==> src/rtl/caf_pkg.sv <==
// Shared constants and types for the complementary attitude filter.
package caf_pkg;

    localparam int unsigned RegWidth    = 16;
    localparam int unsigned InWidth     = 16;
    localparam int unsigned AngleWidth  = 32;
    localparam int unsigned RegIdxWidth = 2;

    localparam logic [RegIdxWidth-1:0] REG_SAMPLE_TIME  = 2'd0;
    localparam logic [RegIdxWidth-1:0] REG_GYRO_WEIGHT  = 2'd1;
    localparam logic [RegIdxWidth-1:0] REG_ACCEL_WEIGHT = 2'd2;

    localparam logic [RegWidth-1:0] SampleTimeReset  = 16'd655;
    localparam logic [RegWidth-1:0] GyroWeightReset  = 16'd32113;
    localparam logic [RegWidth-1:0] AccelWeightReset = 16'd655;

    // Degrees per radian in Q.20.
    localparam logic [25:0] DegPerRadQ20 = 26'd60078979;
    localparam logic signed [AngleWidth-1:0] Deg90Q16  = 32'sd5898240;
    localparam logic signed [AngleWidth-1:0] Deg180Q16 = 32'sd11796480;

    localparam logic signed [AngleWidth-1:0] SatMax = 32'sh7FFF_FFFF;
    localparam logic signed [AngleWidth-1:0] SatMin = -32'sh8000_0000;

    // Quotient width: num*K < 2^30*... magnitude of R(q) below 2^23.
    localparam int unsigned QuoWidth = 24;
    localparam int unsigned NumWidth = 64;
    localparam int unsigned DenWidth = 41;

    typedef struct packed {
        logic signed [InWidth-1:0] rate_x;
        logic signed [InWidth-1:0] rate_y;
        logic signed [InWidth-1:0] rate_z;
        logic signed [InWidth-1:0] acc_x;
        logic signed [InWidth-1:0] acc_y;
        logic signed [InWidth-1:0] acc_z;
    } caf_in_t;

    typedef struct packed {
        logic signed [AngleWidth-1:0] roll_out;
        logic signed [AngleWidth-1:0] pitch_out;
        logic signed [AngleWidth-1:0] yaw_out;
    } caf_out_t;

    function automatic logic signed [AngleWidth-1:0] sat32(input logic signed [49:0] v);
        if (v > 50'(SatMax)) return SatMax;
        if (v < 50'(SatMin)) return SatMin;
        return v[AngleWidth-1:0];
    endfunction

endpackage

==> src/rtl/caf_divider.sv <==
// Radix-2 restoring divider, one quotient bit per cycle.
module caf_divider
(
    input  logic                          clk,
    input  logic                          rst_n,
    input  logic                          start,
    input  logic [caf_pkg::NumWidth-1:0]  num,
    input  logic [caf_pkg::DenWidth-1:0]  den,
    output logic                          done,
    output logic [caf_pkg::QuoWidth-1:0]  quo
);
    import caf_pkg::*;

    localparam int unsigned CntWidth = $clog2(QuoWidth + 1);

    // Quotient is known to fit in QuoWidth bits, so shift the divisor up.
    logic [DenWidth+QuoWidth-1:0] rem_reg, rem_next;
    logic [DenWidth+QuoWidth-1:0] dsr_reg, dsr_next;
    logic [QuoWidth-1:0]          quo_reg, quo_next;
    logic [CntWidth-1:0]          cnt_reg, cnt_next;
    logic                         busy_reg, busy_next;
    logic                         done_reg, done_next;

    always_comb
    begin
        rem_next  = rem_reg;
        dsr_next  = dsr_reg;
        quo_next  = quo_reg;
        cnt_next  = cnt_reg;
        busy_next = busy_reg;
        done_next = 1'b0;
        if (start)
        begin
            rem_next  = (DenWidth+QuoWidth)'(num);
            dsr_next  = {den, {QuoWidth-1{1'b0}}, 1'b0} >> 1;
            cnt_next  = CntWidth'(QuoWidth);
            busy_next = 1'b1;
            quo_next  = '0;
        end
        else if (busy_reg)
        begin
            if (rem_reg >= dsr_reg)
            begin
                rem_next = rem_reg - dsr_reg;
                quo_next = {quo_reg[QuoWidth-2:0], 1'b1};
            end
            else
            begin
                quo_next = {quo_reg[QuoWidth-2:0], 1'b0};
            end
            dsr_next = dsr_reg >> 1;
            cnt_next = cnt_reg - 1'b1;
            if (cnt_reg == CntWidth'(1))
            begin
                busy_next = 1'b0;
                done_next = 1'b1;
            end
        end
    end

    always_ff @(posedge clk or negedge rst_n)
    begin
        if (!rst_n)
        begin
            busy_reg <= 1'b0;
            done_reg <= 1'b0;
            cnt_reg  <= '0;
        end
        else
        begin
            busy_reg <= busy_next;
            done_reg <= done_next;
            cnt_reg  <= cnt_next;
        end
    end

    always_ff @(posedge clk)
    begin
        rem_reg <= rem_next;
        dsr_reg <= dsr_next;
        quo_reg <= quo_next;
    end

    assign done = done_reg;
    assign quo  = quo_reg;
endmodule

==> config.mk <==
export PLATFORM = sky130hd
export DESIGN_NAME = caf_divider
export DESIGN_NICKNAME = d
export VERILOG_FILES = /design/src/rtl/caf_pkg.sv /design/src/rtl/caf_divider.sv
export SDC_FILE = /design/constraint.sdc
export NUM_CORES = 1
export LEC_CHECK = 0
export CORE_ASPECT_RATIO = 0.6
export CORE_UTILIZATION = 40
export CTS_BUF_LIST = sky130_fd_sc_hd__clkbuf_2 sky130_fd_sc_hd__clkbuf_4 sky130_fd_sc_hd__clkbuf_8
export DETAILED_ROUTE_END_ITERATION = 8
export DONT_BUFFER_PORTS = 1
export HOLD_SLACK_MARGIN = 0.03
export SETUP_SLACK_MARGIN = 0.2
export SLEW_MARGIN = 20
export SYNTH_ARGS = -nofsm -noshare
export SYNTH_HDL_FRONTEND = slang
export SYNTH_SLANG_ARGS = --single-unit
==> constraint.sdc <==
create_clock -name clk -period 8.8 [get_ports clk]
set_input_delay 1.32 -clock clk [delete_from_list [all_inputs] [get_ports clk]]
set_output_delay 1.32 -clock clk [all_outputs]
set_load 0.05 [all_outputs]
After elaboration in Yosys (flattened, before gate mapping)
Cells that the tools add are included.
- equality and inequality tests: 1
- $add $sub $neg: 2
- mux-type cells: 14
- $lt $le $gt $ge: 1
- reduce and logical (&&, ||, !) cells: 4
- operators by type and width (operator ; number):
    $mux 64 ; 5
    $ge 65x64->1 ; 1
    $sub 65x64->65 ; 1
    $mux 5 ; 2
    $mux 1 ; 7
    $eq 5x1->1 const B ; 1
    $sub 5x1->5 const B ; 1
    $reduce_and 2->1 ; 2
    $reduce_bool 2->1 ; 2
- output and inout bits: 25
- flip-flop bits (word level): 160
- input bits: 108
- logic and storage cells: 30

Depth between registers and ports, before layout
Gate-level depths: netlist (run 1).
- depth in word-level cells: 4
- depth in mapped cells: 14
- depth with buffers taken out: 14

Worst setup path after synthesis (run 1)
Ideal clock, no wire load.
- kind: reg2reg
- start: register rem_reg[1]
- end: register rem_reg[0] (enable)
- arrival time: 3.458 ns
- library setup time: 0.691 ns
- cell stages (with the launch flop): 11
- path slack: 4.652 ns
- clock period less this slack: 4.148 ns
- data required time: 8.109 ns
- buffers on the path: 0
- path through: edfxtp_1 -> ha_1 -> nor2b_1 -> o2111ai_1 -> a31oi_1 -> a311o_1 -> a22oi_1 -> a41o_1 -> o31ai_4 -> a31oi_2 -> nand2_1
- longest elaborated chain between the ends: 3
- ends and longest elaborated chain (what ; line ; RTL):
    start, declared ; caf_divider.sv:17 ; logic [DenWidth+QuoWidth-1:0] rem_reg, rem_next;
    start signal, assigned ; caf_divider.sv:79 ; rem_reg <= rem_next;
    $ge 65x64->1 ; caf_divider.sv:42 ; if (rem_reg >= dsr_reg)
    $reduce_bool 2->1 (no source line) ; n/a ;
    $reduce_and 2->1 (no source line) ; n/a ;
No other way between the ends.
A chain may end at the register's enable or synchronous reset.

Final worst setup path (run 1)
- start: register rem_reg[1]
- end: register rem_reg[31] (enable)
The elaborated chain is that of the path after synthesis.

==> results of run 1 <==
cell families (layout without fill, tap and decap cells):
group / Yosys count / count (layout) / synth area share (%)
AOI/OAI and AO/OA: 344 / 344 / 19.6
adders and majority gates: 67 / 67 / 7.97
and+or+nand+nor: 397 / 397 / 16.6
muxes: 51 / 51 / 4.85
DFF: 160 / 160 / 40.4
xor gates and xnor gates: 59 / 59 / 4.87
buffers and inverters: 156 / 124 / 5.71
layout make-up:
type	instances	area, um^2
repair buffers	3	22.5
clock buffers	20	269
multi-input cells	918	5720
clock inverters	12	116
well taps	352	440
flip-flops and latches	160	4290
inverters	89	334
fillers	2568	14500
routing by layer:
| layer | up-vias | track usage [%] |
|---|---|---|
| met4 | 2 | 5.08 |
| met1 | 4033 | 34.5 |
| met3 | 22 | 5.39 |
| li1 | 4262 | - |
| met5 | - | 0 |
| met2 | 288 | 27.1 |
worst max-delay path, cell delays in order (launching register included):
cell and delay (ps):
sky130_fd_sc_hd__edfxtp_1 430, sky130_fd_sc_hd__ha_1 320, sky130_fd_sc_hd__nor2b_1 170, sky130_fd_sc_hd__o2111ai_1 150
sky130_fd_sc_hd__a31oi_1 370, sky130_fd_sc_hd__a311o_1 370, sky130_fd_sc_hd__a22oi_1 140, sky130_fd_sc_hd__a41o_1 290
sky130_fd_sc_hd__o31ai_4 320, sky130_fd_sc_hd__a31oi_2 180, sky130_fd_sc_hd__nand2_2 510, sky130_fd_sc_hd__buf_4 640
worst paths after layout:
check | from | end | slack [ps] | cells after the start
max | rem_reg[1]$_DFFE_PP_ | rem_reg[31]$_DFFE_PP_ | 4530 | 11
min | rst_n | cnt_reg[2]$_DFFE_PN0P_ | 510 | 0
max reg2reg | rem_reg[1]$_DFFE_PP_ | rem_reg[31]$_DFFE_PP_ | 4530 | 11
min reg2reg | dsr_reg[0]$_SDFFE_PP0P_ | dsr_reg[0]$_SDFFE_PP0P_ | 520 | 2
max in group asynchronous | rst_n | busy_reg$_DFF_PN0_ | 8210 | 0
min in group clk | dsr_reg[0]$_SDFFE_PP0P_ | dsr_reg[0]$_SDFFE_PP0P_ | 520 | 2
per-stage QoR:
stage               cells  hold slack, ps  setup slack (ps)  utilization, %
finish               1554             510              4530            43.6
global route         1554             475              4130            43.6
CTS                  1554             476              4470            43.6
detailed placement   1522             493              4490            42.1
global placement     1522             499              4630            42.1
floorplan            1234             465              4650               -
layout by cell type, fill, tap and decap left out, drive strengths merged, types with 18 or more instances in the layout:
cell type  count
a21o          29
a21oi         84
clkbuf        20
dfxtp         48
edfxtp       105
ha            66
inv           89
mux2i         48
nand2        206
nand3         18
nand4         21
nor2          85
o21ai        148
xnor2         40
xor2          19
power by group through the flow:
stage               sequential, W  combinational [W]  clock, W
floorplan                 0.00115            0.00167         0
global placement          0.00115            0.00213         0
detailed placement        0.00116            0.00215         0
CTS                       0.00115            0.00216  0.000575
global route              0.00117            0.00244  0.000605
finish                    0.00115            0.00220  0.000562
==> results.py, run 1 <==
metrics = {
    "sta": {
        "rsz_0062_raised_after_global_routing": "false",
        "report.final.slew_viol_count": 0,
        "worst_pin_slew_ps": 933,
        "worst_rel_slew_slack_pct": 37.8,
        "final_period_minus_worst_setup_slack_ps": 4270,
        "setup_viol_count_final": 0,
        "fin_skew_ps": 21.1,
        "final-hold-violation-count": 0,
        "final_min_period_over_clock_period_pct": 48.5,
        "tns_ps": 0,
        "timing.fmax_ghz": 0.234,
    },
    "floorplanning": {
        "dieHeight_um": 128,
        "core_area_um2": 25700,
        "initial_util_pct": 41.3,
        "die-area_um2": 27200,
        "num_io_pins": 133,
        "placement_rows": 45,
        "floorplan.die.width_um": 212,
    },
    "power_and_ir_drop": {
        "internal_power_w": 0.00217,
        "irDropWorstVdd_uv": 112,
        "combinational_group_share_of_total_power_pct": 56.3,
        "switching_share_of_power_pct": 44.4,
        "p_seq_share_pct": 29.3,
        "power.density_nw_per_um2": 349,
        "power_leakage_nw": 4.77,
        "p_total_w": 0.00391,
        "power.net_switching_w": 0.00174,
        "clock_group_share_of_total_power_pct": 14.4,
    },
    "yosys": {
        "synthesis.area_um2": 10600,
        "synth_area_per_cell_um2": 8.60,
        "post-synth-top-count-cell": "sky130_fd_sc_hd__nand2_1",
        "synth_top_area_cell": "sky130_fd_sc_hd__edfxtp_1",
        "post-synth-top-area-fraction_pct": 29.7,
        "net_count_synth": 1409,
        "ys_seq_elements": 160,
        "ys.warnings.count": 0,
        "synth_top_flop_cell": "sky130_fd_sc_hd__edfxtp_1",
        "synth.area.top_cells": "sky130_fd_sc_hd__edfxtp_1 (30%), sky130_fd_sc_hd__dfxtp_1 (9.1%), sky130_fd_sc_hd__ha_1 (7.8%)",
        "synth.lib_cells_used.distinct": 69,
        "synth-edff-count": 105,
        "yosysSeqAreaShare_pct": 40.4,
        "synth_common_cells": "sky130_fd_sc_hd__nand2_1 (206), sky130_fd_sc_hd__o21ai_0 (141), sky130_fd_sc_hd__edfxtp_1 (105)",
        "synth_cells": 1234,
        "ys_async_sr_fraction_pct": 4.38,
    },
    "global_routing": {
        "grt_usage_pct": 21.3,
        "initial_antenna_violation_count": 1,
        "grt_first_pass_wirelength_um": 44700,
        "grt_overflow": 0,
        "vias_in_the_first_global_route": 8001,
        "grt_max_degree": 262,
    },
    "cts": {
        "cts.hold.buffers_added": 0,
        "clockBufferDepth": 2,
        "cts_resized": 0,
        "clk_pin_slew_worst_setup_hold_paths_ps": 90,
        "htree_levels": 4,
        "cts_inserted_buffers": 17,
        "cts_root_buf": "sky130_fd_sc_hd__clkbuf_8",
        "tritoncts": "built",
        "number_of_sinks_driven_by_the_clock_tree": 160,
        "postCtsSetupRepairBufs": 0,
        "clkLatencyLatePin_ps": 510,
    },
    "finish": {
        "final_layout_size_suffix_gt1_share_pct": 4.41,
        "fin_nets": 1364,
        "flow.area_growth_from_synthesis_pct": 5.52,
        "diodes": 0,
        "largest_register_ff_count": 65,
        "finalInstanceArea_um2": 11200,
    },
    "placement": {
        "portBuffers": 0,
        "dpl.hpwl_um": 20600,
        "globalplace.congestion": 0.913,
        "placedInstanceArea_um2": 10800,
    },
    "routing": {
        "route.layer.met1.wl_um": 15200,
        "dr_wl_met2_um": 10500,
        "drt_pre_antenna_iters": 5,
        "post-route-drc-count": 0,
        "drt_wl_total_um": 28100,
        "routed-wl-met3_um": 2120,
        "highest_layer": "met5",
        "route.antenna.remaining_nets": 0,
        "dr_total_vias": 8607,
        "vias_per_cell": 5.54,
        "route.detailed.wl_per_inst_um": 18.1,
        "drtIter0Drc": 909,
    },
    "setup_path": {
        "maximum_fanout_along_the_worst_path": 41,
        "timing_worst_setup_path_type": "register to register",
        "type_of_origin_of_the_critical_path": "register",
        "cp-end-kind": "register",
        "cp.arrival_ps": 4400,
        "cp_data_required_time_ps": 8930,
    },
    "run_status": {
        "run_status": "complete, no violations",
    },
    "worst_hold_path": {
        "min-delay-path-class": "input port to asynchronous set/reset pin",
    },
    "job": {
        "maxCapViolations": 0,
    },
}
Note: power is estimated with default switching activity, not from simulation.
==> run 2, diff against run 1 <==
==> constraint.sdc (replaced) <==
create_clock -name clk -period 3.8 [get_ports clk]
set_input_delay 0.57 -clock clk [delete_from_list [all_inputs] [get_ports clk]]
set_output_delay 0.57 -clock clk [all_outputs]
set_load 0.05 [all_outputs]
==> results.py, run 2 (synthesis gave the netlist of run 1 again) <==
metrics = {
    "floorplanning": {
        "num_io_pins": 133,
        "core_area_um2": 25700,
        "dieHeight_um": 128,
        "floorplan.die.width_um": 212,
        "die-area_um2": 27200,
        "placement_rows": 45,
        "initial_util_pct": 41.3,
    },
    "global_routing": {
        "vias_in_the_first_global_route": 7936,
        "initial_antenna_violation_count": 1,
        "grt_max_degree": 262,
        "grt_first_pass_wirelength_um": 44900,
        "grt_usage_pct": 21.4,
        "grt_overflow": 0,
    },
    "sta": {
        "tns_ps": 0,
        "worst_rel_slew_slack_pct": 46.7,
        "report.final.slew_viol_count": 0,
        "final_min_period_over_clock_period_pct": 89.3,
        "rsz_0062_raised_after_global_routing": "false",
        "setup_viol_count_final": 0,
        "final_period_minus_worst_setup_slack_ps": 3390,
        "final-hold-violation-count": 0,
        "timing.fmax_ghz": 0.295,
        "fin_skew_ps": 11.7,
        "worst_pin_slew_ps": 800,
    },
    "setup_path": {
        "cp_common_cell": "sky130_fd_sc_hd__o21ai_0",
        "cp_data_required_time_ps": 4040,
        "worst_path_max_delay_cell": "sky130_fd_sc_hd__a2111oi_2",
        "cp.arrival_ps": 3630,
        "type_of_origin_of_the_critical_path": "register",
        "critical_path.cell_chain": "inv_1 -> ha_1 -> a211oi_2 -> o211ai_1 -> a2111oi_2 -> nor4_2 -> a22oi_1 -> a41o_2 -> o31ai_4 -> buf_4 -> o21ai_0 -> xor2_1 -> o21ai_0",
        "cp-end-kind": "register",
        "cpPeakStageDelay_ps": 410,
        "maximum_fanout_along_the_worst_path": 5,
        "timing_worst_setup_path_type": "register to register",
    },
    "cts": {
        "cts_inserted_buffers": 17,
        "clkLatencyLatePin_ps": 490,
        "clockBufferDepth": 2,
        "clk_pin_slew_worst_setup_hold_paths_ps": 90,
        "tritoncts": "built",
        "htree_levels": 4,
        "cts_root_buf": "sky130_fd_sc_hd__clkbuf_8",
        "number_of_sinks_driven_by_the_clock_tree": 160,
    },
    "routing": {
        "post-route-drc-count": 0,
        "route.detailed.wl_per_inst_um": 18.1,
        "drtIter0Drc": 879,
        "route.antenna.remaining_nets": 0,
        "drt_pre_antenna_iters": 7,
        "drt_wl_total_um": 28400,
        "vias_per_cell": 5.53,
        "dr_total_vias": 8682,
    },
    "run_status": {
        "run_status": "complete, no violations",
    },
    "finish": {
        "fin_nets": 1378,
        "flow.area_growth_from_synthesis_pct": 7.73,
        "largest_register_ff_count": 65,
        "num-fill-cells": 2610,
        "multi_input_area_um2": 5780,
        "final_layout_size_suffix_gt1_share_pct": 6.83,
        "final_common_cell": "sky130_fd_sc_hd__nand2_1",
        "final-seq-area_um2": 4290,
        "commonest_cells_after_routing_fill_and_taps_aside": "sky130_fd_sc_hd__nand2_1 (205), sky130_fd_sc_hd__o21ai_0 (141), sky130_fd_sc_hd__edfxtp_1 (105)",
    },
    "power_and_ir_drop": {
        "power_leakage_nw": 4.89,
        "irDropWorstVdd_uv": 261,
        "p_total_w": 0.00938,
        "power.density_nw_per_um2": 821,
    },
    "worst_hold_path": {
        "min-delay-path-class": "input port to register",
    },
    "placement": {
        "globalplace.congestion": 0.942,
        "dpl.hpwl_um": 20600,
        "portBuffers": 0,
    },
    "job": {
        "maxCapViolations": 0,
    },
}
[run 2: area by class of cell]
cell class | count | share of cell area (%)
multi-input cells | 918 | 50.6
flip-flops and latches | 160 | 37.6
well taps | 352 | 3.85
inverters | 89 | 2.92
clock buffers | 22 | 2.39
repair buffers | 17 | 1.47
clock inverters | 10 | 1.16
diodes | 1 | 0.0219
[run 2: repair_timing]
action                                 4_1_cts  5_1_grt
setup buffers                                0        5
setup endpoints to repair                    0       75
hold buffers                                 1        0
gates resized for setup                      0       20
endpoints found under the hold margin        7        0
[run 2: power breakdown]
group | switching (W) | internal (W)
Combinational | 0.00322 | 0.00211
Sequential | 0.000222 | 0.00247
Clock | 0.000674 | 0.000686
Total | 0.00412 | 0.00526
[run 2: worst max-delay path: cells and delay by family (launching register included)]
kind            cells  cell delay (ps)
compound gates      8             1880
flops               1              380
fa+ha+maj           1              350
buf+inv             2              230
xor+xnor            1              180
simple gates        1              110
[run 2: path summary, 6_finish.rpt]
kind	from	endpoint	slack, ps	depth (start not counted)
worst min-delay path	num[41]	rem_reg[41]$_DFFE_PP_	260	2
worst min register to register	dsr_reg[21]$_SDFFE_PP0P_	dsr_reg[21]$_SDFFE_PP0P_	530	2
max in group asynchronous	rst_n	busy_reg$_DFF_PN0_	3100	1
worst max-delay path	dsr_reg[18]$_SDFFE_PP0P_	rem_reg[53]$_DFFE_PP_	410	13
worst max register to register	dsr_reg[18]$_SDFFE_PP0P_	rem_reg[53]$_DFFE_PP_	410	13
min in group asynchronous	rst_n	cnt_reg[1]$_DFFE_PN0P_	420	1
[run 2: stage by stage]
step / instance area, um^2 / hold slack, ps / cells / utilization (%) / setup slack, ps
after floorplan: 10600 / 274 / 1234 / - / 263
after global placement: 10900 / 275 / 1529 / 42.3 / 295
after detailed placement: 10900 / 275 / 1529 / 42.3 / 242
after CTS: 11300 / 116 / 1562 / 44.0 / 216
after global routing: 11400 / 171 / 1568 / 44.5 / 194
final: 11400 / 261 / 1569 / 44.5 / 408
[run 2: per-layer routing]
metal  part of all wire [%]  up-vias  global-route usage [%]
met1                     55     4083                    35.3
met3                    7.2       20                    4.09
li1                       -     4280                       -
met2                     37      299                    27.0
met4                    1.3        0                    6.09
met5                      0        -                       0
==> run 3, diff against run 2 <==
--- a/config.mk
+++ b/config.mk
@@ -7,7 +7,7 @@
 export LEC_CHECK = 0
 export CORE_ASPECT_RATIO = 0.6
 export CORE_UTILIZATION = 40
-export CTS_BUF_LIST = sky130_fd_sc_hd__clkbuf_2 sky130_fd_sc_hd__clkbuf_4 sky130_fd_sc_hd__clkbuf_8
+export CTS_BUF_LIST = sky130_fd_sc_hd__clkbuf_4
 export DETAILED_ROUTE_END_ITERATION = 8
 export DONT_BUFFER_PORTS = 1
 export HOLD_SLACK_MARGIN = 0.03
==> results.py, run 3 (synthesis gave the netlist of run 1 again) <==
metrics = {
    "finish": {
        "flow.area_growth_from_synthesis_pct": 6.94,
        "commonest_cells_after_routing_fill_and_taps_aside": "sky130_fd_sc_hd__nand2_1 (205), sky130_fd_sc_hd__o21ai_0 (141), sky130_fd_sc_hd__edfxtp_1 (105)",
        "fin_nets": 1379,
        "layout.cells.non_filler": 1570,
        "final_layout_size_suffix_gt1_share_pct": 6.90,
        "final_common_cell": "sky130_fd_sc_hd__nand2_1",
        "largest_register_ff_count": 65,
    },
    "setup_path": {
        "cp-end-kind": "register",
        "critical_path.cell_chain": "inv_1 -> ha_2 -> a21oi_2 -> o211ai_1 -> a2111oi_2 -> nor4_2 -> a22oi_1 -> a41o_2 -> o31ai_4 -> buf_4 -> o21ai_0 -> xor2_1 -> o21ai_0",
        "maximum_fanout_along_the_worst_path": 9,
        "cp.arrival_ps": 3760,
        "timing_worst_setup_path_type": "register to register",
        "type_of_origin_of_the_critical_path": "register",
        "cpPeakStageDelay_ps": 440,
        "cp_data_required_time_ps": 4180,
        "worst_path_max_delay_cell": "sky130_fd_sc_hd__edfxtp_1",
        "cp_common_cell": "sky130_fd_sc_hd__o21ai_0",
    },
    "sta": {
        "final_min_period_over_clock_period_pct": 88.9,
        "timing.fmax_ghz": 0.296,
        "final-hold-violation-count": 0,
        "tns_ps": 0,
        "worst_pin_slew_ps": 806,
        "worst_rel_slew_slack_pct": 46.3,
        "report.final.slew_viol_count": 0,
        "rsz_0062_raised_after_global_routing": "false",
        "final_period_minus_worst_setup_slack_ps": 3380,
        "fin_skew_ps": 21.6,
        "setup_viol_count_final": 0,
    },
    "cts": {
        "cts_inserted_buffers": 17,
        "clockBufferDepth": 2,
        "tritoncts": "built",
        "number_of_sinks_driven_by_the_clock_tree": 160,
        "clkLatencyLatePin_ps": 630,
        "htree_levels": 4,
        "cts_root_buf": "sky130_fd_sc_hd__clkbuf_4",
        "clk_pin_slew_worst_setup_hold_paths_ps": 150,
    },
    "placement": {
        "place_inst": 1529,
        "dpl.hpwl_um": 20600,
        "globalplace.congestion": 0.942,
        "portBuffers": 0,
    },
    "routing": {
        "drt_pre_antenna_iters": 5,
        "drt_wl_total_um": 28600,
        "route.detailed.wl_per_inst_um": 18.2,
        "vias_per_cell": 5.54,
        "post-route-drc-count": 0,
        "drtIter0Drc": 837,
        "route.antenna.remaining_nets": 0,
        "dr_total_vias": 8692,
    },
    "power_and_ir_drop": {
        "power_leakage_nw": 4.86,
        "irDropWorstVdd_uv": 231,
        "power.density_nw_per_um2": 807,
    },
    "global_routing": {
        "groute.layer.met3.usage_pct": 4.39,
        "grt_max_degree": 212,
        "initial_antenna_violation_count": 1,
        "grt_overflow": 0,
        "vias_in_the_first_global_route": 7980,
        "met2_usage_pct": 27.5,
        "grt_first_pass_wirelength_um": 45300,
        "grt_most_used_layer": "met1",
        "grt_usage_pct": 21.7,
        "use_met1_pct": 35.7,
    },
    "floorplanning": {
        "core_area_um2": 25700,
        "placement_rows": 45,
        "initial_util_pct": 41.3,
        "dieHeight_um": 128,
        "num_io_pins": 133,
        "die-area_um2": 27200,
        "floorplan.die.width_um": 212,
    },
    "run_status": {
        "run_status": "complete, no violations",
    },
    "job": {
        "maxCapViolations": 0,
    },
    "worst_hold_path": {
        "min-delay-path-class": "input port to register",
    },
}
[run 3: cell count changes in the layout (fill, tap and decap cells not counted), sizes merged]
cell    previous run  this run
clkbuf            23        22
buf               15        16
inv               93        94
[run 3: worst max-delay path: cells and delay by family, from the launching register on]
family	cells	cell delay, ps
compound gates	8	1810
flops	1	440
fa+ha+maj	1	330
buf+inv	2	240
xor+xnor	1	180
simple gates	1	110
[run 3: path summary, 6_finish.rpt]
path | endpoint | slack, ps | cells after the start | start
setup / recovery | rem_reg[53]$_DFFE_PP_ | 420 | 13 | dsr_reg[23]$_DFFE_PP_
hold / removal | rem_reg[41]$_DFFE_PP_ | 130 | 2 | num[41]
setup reg to reg | rem_reg[53]$_DFFE_PP_ | 420 | 13 | dsr_reg[23]$_DFFE_PP_
hold reg to reg | dsr_reg[21]$_SDFFE_PP0P_ | 540 | 2 | dsr_reg[21]$_SDFFE_PP0P_
max in group asynchronous | busy_reg$_DFF_PN0_ | 3230 | 1 | rst_n
min in group asynchronous | cnt_reg[1]$_DFFE_PN0P_ | 280 | 1 | rst_n
[run 3: layer usage]
layer	up-vias	share of wire (%)
met5	-	0
met4	0	0.93
met3	16	6.8
met2	256	37
met1	4124	55
li1	4296	-
[run 3: stage by stage]
step	setup slack (ps)	hold WS (ps)	util, %	total power (W)	area, um^2
2_1_floorplan	263	274	-	0.00654	10600
3_3_place_gp	295	275	42.3	0.00772	10900
3_5_place_dp	242	275	42.3	0.00776	10900
4_1_cts	208	68.0	43.6	0.00895	11200
5_1_grt	180	86.6	44.2	0.00989	11300
6_report	420	128	44.2	0.00916	11300
[run 3: layout make-up]
type | instances | area, um^2
clock inverters | 11 | 136
fillers | 2624 | 14300
well taps | 352 | 440
repair buffers | 18 | 195
inverters | 89 | 334
flip-flops and latches | 160 | 4290
clock buffers | 21 | 158
multi-input cells | 918 | 5780
diodes | 1 | 2.50
[run 3: what timing repair did]
| item | 4_1_cts | 5_1_grt |
|---|---|---|
| hold endpoints to repair | 58 | 0 |
| setup buffers | 0 | 5 |
| endpoints found under the setup margin | 0 | 76 |
| resized for setup | 0 | 20 |
| hold buffers | 2 | 0 |
[run 3: power breakdown]
group	internal [W]	leakage (nW)	switching [W]	total (W)
clock	0.000484	0.173	0.000651	0.00114
sequential	0.00246	1.59	0.000219	0.00268
combinational	0.00212	3.09	0.00323	0.00534
total	0.00506	4.86	0.00410	0.00916
